`src/hw/rtl/msblit_pkg.sv`:
```
// msblit_pkg: shared types and constants of the masked sprite blitter
// holds command and response words, opcodes, controller states and control structs
// no dependencies
`default_nettype none

package msblit_pkg;

    // fixed geometry of the frame buffer and of a sprite row
    localparam int WORDS_PER_ROW = 32;
    localparam int TILES_PER_ROW = 4;
    localparam int PIX_W         = 16;

    localparam logic [PIX_W-1:0] FILL_WHITE = 16'hFFFF;
    localparam logic [PIX_W-1:0] FILL_BLACK = 16'h0000;

    typedef enum logic [1:0] {
        OP_LOAD  = 2'd0,
        OP_CLEAR = 2'd1,
        OP_DRAW  = 2'd2,
        OP_READ  = 2'd3
    } opcode_t;

    // one incoming command word
    typedef struct packed {
        opcode_t     opcode;
        logic [3:0]  sprite_slot;
        logic [7:0]  sprite_word;
        logic [15:0] color_bits;
        logic [15:0] alpha_bits;
        logic        clear_white;
        logic [8:0]  pos_x;
        logic [7:0]  pos_y;
        logic [12:0] read_address;
    } cmd_word_t;

    // one outgoing response word
    typedef struct packed {
        opcode_t     done_opcode;
        logic [15:0] read_data;
    } rsp_word_t;

    typedef enum logic [3:0] {
        ST_IDLE,
        ST_LOAD,
        ST_CLEAR,
        ST_DRAW_INIT,
        ST_DRAW_RDA,
        ST_DRAW_WRA,
        ST_DRAW_WRB,
        ST_READ,
        ST_READ_WAIT,
        ST_DONE
    } state_t;

    // frame buffer read address select
    typedef enum logic [1:0] {
        RD_A,
        RD_B,
        RD_RED
    } rd_sel_t;

    // frame buffer write select
    typedef enum logic [1:0] {
        WR_NONE,
        WR_FILL,
        WR_A,
        WR_B
    } wr_sel_t;

    // controller to datapath
    typedef struct packed {
        logic    capture;
        logic    spr_we;
        logic    clr_step;
        logic    red_step;
        logic    draw_start;
        logic    next_word;
        logic    capture_read;
        logic    push;
        rd_sel_t rd_sel;
        wr_sel_t wr_sel;
    } ctrl_cmd_t;

    // datapath to controller
    typedef struct packed {
        logic slot_ok;
        logic red_ok;
        logic shift_nz;
        logic last_word;
        logic clr_last;
        logic out_free;
    } dp_status_t;

endpackage

`default_nettype wire

```
`src/hw/rtl/msblit_ctrl.sv`:
```
// msblit_ctrl: command sequencer of the sprite blitter
// depends on msblit_pkg; drives the datapath through ctrl_cmd_t, reads dp_status_t
`default_nettype none

module msblit_ctrl
    import msblit_pkg::*;
(
    input  wire logic       clk,
    input  wire logic       rst_n,
    input  wire logic       cmd_valid,
    input  wire opcode_t    cmd_opcode,
    output logic            cmd_stall,
    input  wire dp_status_t status,
    output ctrl_cmd_t       cmd
);

    state_t state_reg;
    state_t state_next;

    // state register
    always_ff @(posedge clk or negedge rst_n)
    begin
        if (!rst_n)
        begin
            state_reg <= ST_IDLE;
        end
        else
        begin
            state_reg <= state_next;
        end
    end

    // next state
    always_comb
    begin
        state_next = state_reg;
        unique case (state_reg)
            ST_IDLE:
            begin
                if (cmd_valid)
                begin
                    unique case (cmd_opcode)
                        OP_LOAD:  state_next = ST_LOAD;
                        OP_CLEAR: state_next = ST_CLEAR;
                        OP_DRAW:  state_next = ST_DRAW_INIT;
                        OP_READ:  state_next = ST_READ;
                        default:  state_next = ST_IDLE;
                    endcase
                end
            end
            ST_LOAD:
            begin
                state_next = ST_DONE;
            end
            ST_CLEAR:
            begin
                if (status.clr_last)
                begin
                    state_next = ST_DONE;
                end
            end
            ST_DRAW_INIT:
            begin
                if (!status.slot_ok)
                begin
                    state_next = ST_DONE;
                end
                else if (status.red_ok)
                begin
                    state_next = ST_DRAW_RDA;
                end
            end
            ST_DRAW_RDA:
            begin
                state_next = ST_DRAW_WRA;
            end
            ST_DRAW_WRA:
            begin
                if (status.shift_nz)
                begin
                    state_next = ST_DRAW_WRB;
                end
                else if (status.last_word)
                begin
                    state_next = ST_DONE;
                end
                else
                begin
                    state_next = ST_DRAW_RDA;
                end
            end
            ST_DRAW_WRB:
            begin
                state_next = status.last_word ? ST_DONE : ST_DRAW_RDA;
            end
            ST_READ:
            begin
                if (status.red_ok)
                begin
                    state_next = ST_READ_WAIT;
                end
            end
            ST_READ_WAIT:
            begin
                state_next = ST_DONE;
            end
            ST_DONE:
            begin
                if (status.out_free)
                begin
                    state_next = ST_IDLE;
                end
            end
            default:
            begin
                state_next = ST_IDLE;
            end
        endcase
    end

    // outputs
    always_comb
    begin
        cmd       = '0;
        cmd.rd_sel = RD_A;
        cmd.wr_sel = WR_NONE;
        cmd_stall = 1'b1;
        unique case (state_reg)
            ST_IDLE:
            begin
                cmd_stall   = 1'b0;
                cmd.capture = cmd_valid;
            end
            ST_LOAD:
            begin
                cmd.spr_we = 1'b1;
            end
            ST_CLEAR:
            begin
                cmd.wr_sel   = WR_FILL;
                cmd.clr_step = 1'b1;
            end
            ST_DRAW_INIT:
            begin
                cmd.draw_start = status.slot_ok && status.red_ok;
                cmd.red_step   = status.slot_ok && !status.red_ok;
            end
            ST_DRAW_RDA:
            begin
                cmd.rd_sel = RD_A;
            end
            ST_DRAW_WRA:
            begin
                cmd.wr_sel    = WR_A;
                cmd.rd_sel    = RD_B;
                cmd.next_word = !status.shift_nz;
            end
            ST_DRAW_WRB:
            begin
                cmd.wr_sel    = WR_B;
                cmd.next_word = 1'b1;
            end
            ST_READ:
            begin
                cmd.rd_sel   = RD_RED;
                cmd.red_step = !status.red_ok;
            end
            ST_READ_WAIT:
            begin
                cmd.capture_read = 1'b1;
            end
            ST_DONE:
            begin
                cmd.push = status.out_free;
            end
            default:
            begin
                cmd_stall = 1'b1;
            end
        endcase
    end

endmodule

`default_nettype wire

```
`config.mk`:
```
export PLATFORM = sky130hd
export DESIGN_NAME = msblit_ctrl
export DESIGN_NICKNAME = d
export VERILOG_FILES = /design/src/hw/rtl/msblit_pkg.sv /design/src/hw/rtl/msblit_ctrl.sv
export SDC_FILE = /design/constraint.sdc
export NUM_CORES = 1
export LEC_CHECK = 0
export BUFFER_PORTS_ARGS = -buffer_cell sky130_fd_sc_hd__buf_2
export CAP_MARGIN = 0
export CORE_AREA = 2 2 39 41
export DETAILED_ROUTE_END_ITERATION = 8
export DIE_AREA = 0 0 41 43
export HOLD_SLACK_MARGIN = 0.15
export PLACE_DENSITY = 0.75
export SLEW_MARGIN = 20
export SYNTH_ARGS = -nofsm -noshare
export SYNTH_HDL_FRONTEND = slang
export SYNTH_SLANG_ARGS = --single-unit
```
`constraint.sdc`:
```
create_clock -name clk -period 2.9 [get_ports clk]
set_input_delay 0.58 -clock clk [delete_from_list [all_inputs] [get_ports clk]]
set_output_delay 0.58 -clock clk [all_outputs]
set_load 0.01 [all_outputs]
```
==> results of run 1 <==
-- what timing repair did --
item	4_1_cts	5_1_grt
hold buffers	1	0
setup endpoints to repair	0	0
hold endpoints to repair	4	0
-- synth_stat cells, drive strengths merged --
| master | number | share of area (%) |
|---|---|---|
| nor2 | 8 | 6.2 |
| nor3 | 7 | 7.3 |
| inv | 6 | 4.7 |
| buf | 4 | 6.5 |
| dfrtp | 4 | 21 |
| nand2b | 4 | 5.2 |
| and3 | 3 | 4.9 |
| a211o | 2 | 3.6 |
| a211oi | 2 | 3.1 |
| a21oi | 2 | 2.1 |
| and2 | 2 | 2.6 |
| nor2b | 2 | 2.6 |
| a21boi | 1 | 1.6 |
| a21o | 1 | 1.6 |
| a221o | 1 | 2.1 |
| a221oi | 1 | 1.8 |
| a2bb2oi | 1 | 1.8 |
| a311oi | 1 | 1.8 |
| a31oi | 1 | 1.3 |
| mux2i | 1 | 2.1 |
| nand2 | 1 | 1.3 |
| nand3b | 1 | 1.6 |
| nor3b | 1 | 1.6 |
| nor4 | 1 | 1.3 |
| o21ai | 1 | 1.0 |
| o21ba | 1 | 2.1 |
| o21bai | 1 | 1.6 |
| o2bb2ai | 1 | 1.8 |
| or3b | 1 | 1.8 |
| or4 | 1 | 2.3 |
-- through the flow --
step,power (W),instances,setup WS [ns],hold slack (ns)
2_1_floorplan,0.000447,64,1.11,0.284
3_3_place_gp,0.000517,99,0.879,0.385
3_5_place_dp,0.000523,99,0.864,0.387
4_1_cts,0.000596,103,0.703,0.672
5_1_grt,0.000644,103,0.645,0.699
6_report,0.000595,103,0.702,0.685
-- power by group through the flow --
| stage | Sequential, W | Combinational, W | Clock (W) |
|---|---|---|---|
| global placement | 0.000153 | 0.000365 | 0 |
| detailed placement | 0.000155 | 0.000368 | 0 |
| global route | 0.000164 | 0.000405 | 0.0000753 |
| CTS | 0.000155 | 0.000370 | 0.0000718 |
| floorplan | 0.0000970 | 0.000350 | 0 |
| finish | 0.000158 | 0.000370 | 0.0000669 |
-- path summary, 6_finish.rpt --
path / slack (ns) / start / depth (start not counted) / end
setup / recovery: 0.70 / state_reg[2]$_DFFE_PN0P_ / 4 / cmd[8]
hold / removal: 0.69 / rst_n / 2 / state_reg[0]$_DFFE_PN0P_
setup reg to reg: 1.22 / state_reg[2]$_DFFE_PN0P_ / 4 / state_reg[0]$_DFFE_PN0P_
hold reg to reg: 0.83 / state_reg[1]$_DFFE_PN0P_ / 2 / state_reg[3]$_DFFE_PN0P_
max in group asynchronous: 2.10 / rst_n / 2 / state_reg[3]$_DFFE_PN0P_
min in group clk: 0.69 / status[1] / 3 / state_reg[1]$_DFFE_PN0P_
-- worst register-to-register path, stage by stage, from the launching register on --
cell	delay, ns
dfrtp_1	0.55
nor2_1	0.09
or4_4	0.50
and3_4	0.18
a211o_1	0.25
-- cells by family after synthesis --
group	synth area share [%]
and+or+nand+nor	38.7
muxes	2.08
DFF	20.8
AOI/OAI and AO/OA	27.3
buffers and inverters	11.2
-- routing by layer --
layer / global-route usage (%) / wire, µm / up-vias
met3: 1.57 / 63 / 0
met5: 0 / 0 / -
met4: 6.00 / 0 / 0
met1: 21.5 / 614 / 256
li1: - / - / 285
met2: 26.9 / 658 / 16
-- layout make-up --
type / count / area, µm² / area share, %
multi-input cells: 50 / 328 / 53.0
repair buffers: 24 / 125 / 20.2
flip-flops and latches: 4 / 100 / 16.2
clock buffers: 3 / 22.5 / 3.64
inverters: 6 / 22.5 / 3.64
well taps: 16 / 20.0 / 3.24
==> impl_metrics.toml, run 1 <==
[run_status]
status = "completed"

[pwr]
p_int_w = 0.000315
clkPwrFrac_pct = 11.2
peakVddDrop_mv = 0.416
cellLeakagePower_nw = 0.331
power.switching_w = 0.000281
combPwrFrac_pct = 62.2
power.density_nw_per_um2 = 963
sw_frac_of_total_pct = 47.2
power_frac_seq_pct = 26.5

[die]
num_rows = 14
die_x_um = 41
initial_utilization_pct = 34.8
die_height_um = 43
design.die.area_um2 = 1760
ios = 24
core_um2 = 1380

[grt]
grt_use_total_pct = 16.5
grt_pass1_vias = 517
grt_max_degree = 13
antenna_found_initial = 0
overflow = 0
grt_pass1_wl_um = 2080

[sta]
relSlewSlack_pct = 69.6
hold_violations = 0
fin_crit_ns = 2.20
worst_pin_slew_ns = 0.452
maxSlewViolCount = 0
rsz0062_at_grt = "false"
max_freq_mhz = 455
setup_viol = 0
fin_tns_setup_ns = 0
period_share_pct = 75.8
finClkSkew_ns = 0.00194

[layout]
final_common_cell = "buf_2"
fin_nets = 100
fill_cells = 151
syn2layout_area_growth_pct = 28.3
final_core_util_pct = 44.7
fin_area_um2 = 618
drive_gt1_share_pct = 34.5
final_cell_mix = "23 x buf_2, 8 x nor2_1, 7 x nor3_1, 6 x inv_1"
largest_reg_flops = 4
num_antenna_cells = 0

[setup_path]
critical_path_class = "flip-flop to output port"
path_max_fanout = 12
slowest_stage = "dfrtp_1"
cp.arrival_ns = 1.62
critical_path_buf_inv_count = 2
cp-end-kind = "output port"
path_cells = "nor2_1, or4_4, inv_1, buf_2"
slowest_delay_ns = 0.55
crit_family = "simple AND/OR/NAND/NOR gates"
critical_path_required_ns = 2.32
start_kind = "flip-flop"

[synth]
synth-seq-cells = 4
syn-num-nets = 75
syn-cell-area_um2 = 482
synth_cell_types = 33
yosys_warnings = 0
synth.avg_cell_area_um2 = 7.53
synthCells = 64
ys_seq_area_share_pct = 20.8

[drt]
first_pass_iters = 4
drt_iter0_drc = 12
wl_per_cell_um = 13.0
dr_total_vias = 557
drc = 0
finalWirelength_um = 1340
viasPerCell = 5.41
ant_nets = 0

[placed_design]
portBuffers = 23
dpl.hpwl_um = 1000
placed_area_um2 = 586
gp_congestion = 0.861

[clock_tree]
post_cts_resize_count = 0
cts_tree = "done"
h-tree-depth = 1
cts-root-buf = "clkbuf_4"
cts.sinks = 4
clk_latency_ns = 0.23
cts_buffer_depth = 2
cts_buffers = 3
cts_setup_buffers = 0
clk_pin_slew_ns = 0.04

[min_path]
hp-class = "primary input to asynchronous set/reset pin"

[run]
max-cap-violations = 0
Power figures use the tool's default switching activity.
==> run 2: changes to the inputs <==
- clock period: 2.9 -> 2.2 ns (I/O delays scaled with it)
==> impl_metrics.toml, run 2 (synthesized netlist as in run 1, its figures left out) <==
[pwr]
peakVddDrop_mv = 0.641
sw_frac_of_total_pct = 47.1
combPwrFrac_pct = 63.3
cellLeakagePower_nw = 0.331
clkPwrFrac_pct = 11.0
power.switching_w = 0.000369
p_int_w = 0.000415
power_frac_seq_pct = 25.6
power.density_nw_per_um2 = 1270

[clock_tree]
post_cts_resize_count = 0
cts_tree = "done"
cts_buffers = 3
cts-root-buf = "clkbuf_4"
clk_pin_slew_ns = 0.03
cts_buffer_depth = 2
clk_latency_ns = 0.23
h-tree-depth = 1
cts.sinks = 4

[sta]
setup_viol = 0
relSlewSlack_pct = 69.9
fin_tns_setup_ns = 0
hold_violations = 0
worst_pin_slew_ns = 0.447
fin_crit_ns = 2.02
maxSlewViolCount = 0
period_share_pct = 91.7
max_freq_mhz = 496
rsz0062_at_grt = "false"
finClkSkew_ns = 0.000686
layout_setup_ws_ns = 0.184

[layout]
largest_reg_flops = 4
fin_area_um2 = 618
drive_gt1_share_pct = 34.5
fill_cells = 138
syn2layout_area_growth_pct = 28.3
final_common_cell = "buf_2"
num_antenna_cells = 0
fin_nets = 100
final_cell_mix = "23 x buf_2, 8 x nor2_1, 7 x nor3_1, 6 x inv_1"

[drt]
dr_total_vias = 572
finalWirelength_um = 1310
wl_per_cell_um = 12.7
viasPerCell = 5.55
first_pass_iters = 4
drc = 0
drt_iter0_drc = 31
ant_nets = 0

[placed_design]
placed_area_um2 = 586
dpl.hpwl_um = 1030
portBuffers = 23
place_worst_setup_slack_ns = 0.436
gp_congestion = 0.827

[grt]
grt_use_total_pct = 16.6
grt_pass1_wl_um = 2020
overflow = 0
grt_pass1_vias = 473
grt_max_degree = 13
antenna_found_initial = 0

[die]
ios = 24
die_x_um = 41
num_rows = 14
core_um2 = 1380
die_height_um = 43
design.die.area_um2 = 1760
initial_utilization_pct = 34.8

[setup_path]
path_max_fanout = 12
crit_family = "simple AND/OR/NAND/NOR gates"
start_kind = "flip-flop"
cp.arrival_ns = 1.58
path_cells = "nand2_2, or4_4, inv_1, buf_2"
cp-end-kind = "output port"
critical_path_required_ns = 1.76
critical_path_class = "flip-flop to output port"
slowest_delay_ns = 0.53
critical_path_buf_inv_count = 2
slowest_stage = "dfrtp_1"

[run]
max-cap-violations = 0

[min_path]
hp-class = "primary input to asynchronous set/reset pin"

[run_status]
status = "completed"
==> run 2: routing by layer <==
| metal | track usage, % | vias to the layer above | share of wire, % |
|---|---|---|---|
| met3 | 3.66 | 0 | 9.9 |
| met1 | 24.4 | 260 | 43 |
| met4 | 6.67 | 0 | 0 |
| li1 | - | 280 | - |
| met2 | 22.8 | 32 | 47 |
| met5 | 0 | - | 0 |
==> run 2: path summary, 6_finish.rpt <==
check	from	to	slack, ns	cells after the start
worst max-delay path	state_reg[1]$_DFFE_PN0P_	cmd[8]	0.18	4
worst min-delay path	rst_n	state_reg[1]$_DFFE_PN0P_	0.55	2
worst max register to register	state_reg[3]$_DFFE_PN0P_	state_reg[0]$_DFFE_PN0P_	0.55	4
worst min register to register	state_reg[3]$_DFFE_PN0P_	state_reg[2]$_DFFE_PN0P_	0.83	2
max in group asynchronous	rst_n	state_reg[2]$_DFFE_PN0P_	1.54	2
min in group clk	status[1]	state_reg[1]$_DFFE_PN0P_	0.56	3
==> run 2: layout make-up <==
type | count | area [µm²] | area share (%)
flip-flops and latches | 4 | 100 | 16.2
clock buffers | 3 | 22.5 | 3.64
multi-input cells | 50 | 328 | 53.0
well taps | 16 | 20.0 | 3.24
inverters | 6 | 22.5 | 3.64
repair buffers | 24 | 125 | 20.2
==> run 2: power by group through the flow <==
stage / registers [W] / clock network, W / logic, W
after global routing: 0.000208 / 0.0000963 / 0.000543
after floorplan: 0.000128 / 0 / 0.000462
after detailed placement: 0.000198 / 0 / 0.000493
after global placement: 0.000197 / 0 / 0.000493
final: 0.000201 / 0.0000864 / 0.000496
after CTS: 0.000198 / 0.0000929 / 0.000495
==> run 2: metrics by stage <==
step | util (%) | total power (W) | hold slack (ns) | instances
floorplan | - | 0.000590 | 0.144 | 64
global placement | 42.3 | 0.000690 | 0.245 | 99
detailed placement | 42.3 | 0.000692 | 0.247 | 99
CTS | 44.7 | 0.000786 | 0.535 | 103
global route | 44.7 | 0.000847 | 0.551 | 103
finish | 44.7 | 0.000783 | 0.548 | 103
==> run 2: timing repair <==
| action | 4_1_cts | 5_1_grt |
|---|---|---|
| hold buffers | 1 | 0 |
| hold endpoints to repair | 4 | 0 |
| endpoints found under the setup margin | 0 | 0 |
| setup buffers | 0 | 0 |
==> run 2: worst register-to-register path: stages (launching register included) <==
cell	delay (ns)
dfrtp_1	0.54
nand2b_1	0.32
a211oi_1	0.10
a211o_1	0.29
a211o_1	0.29
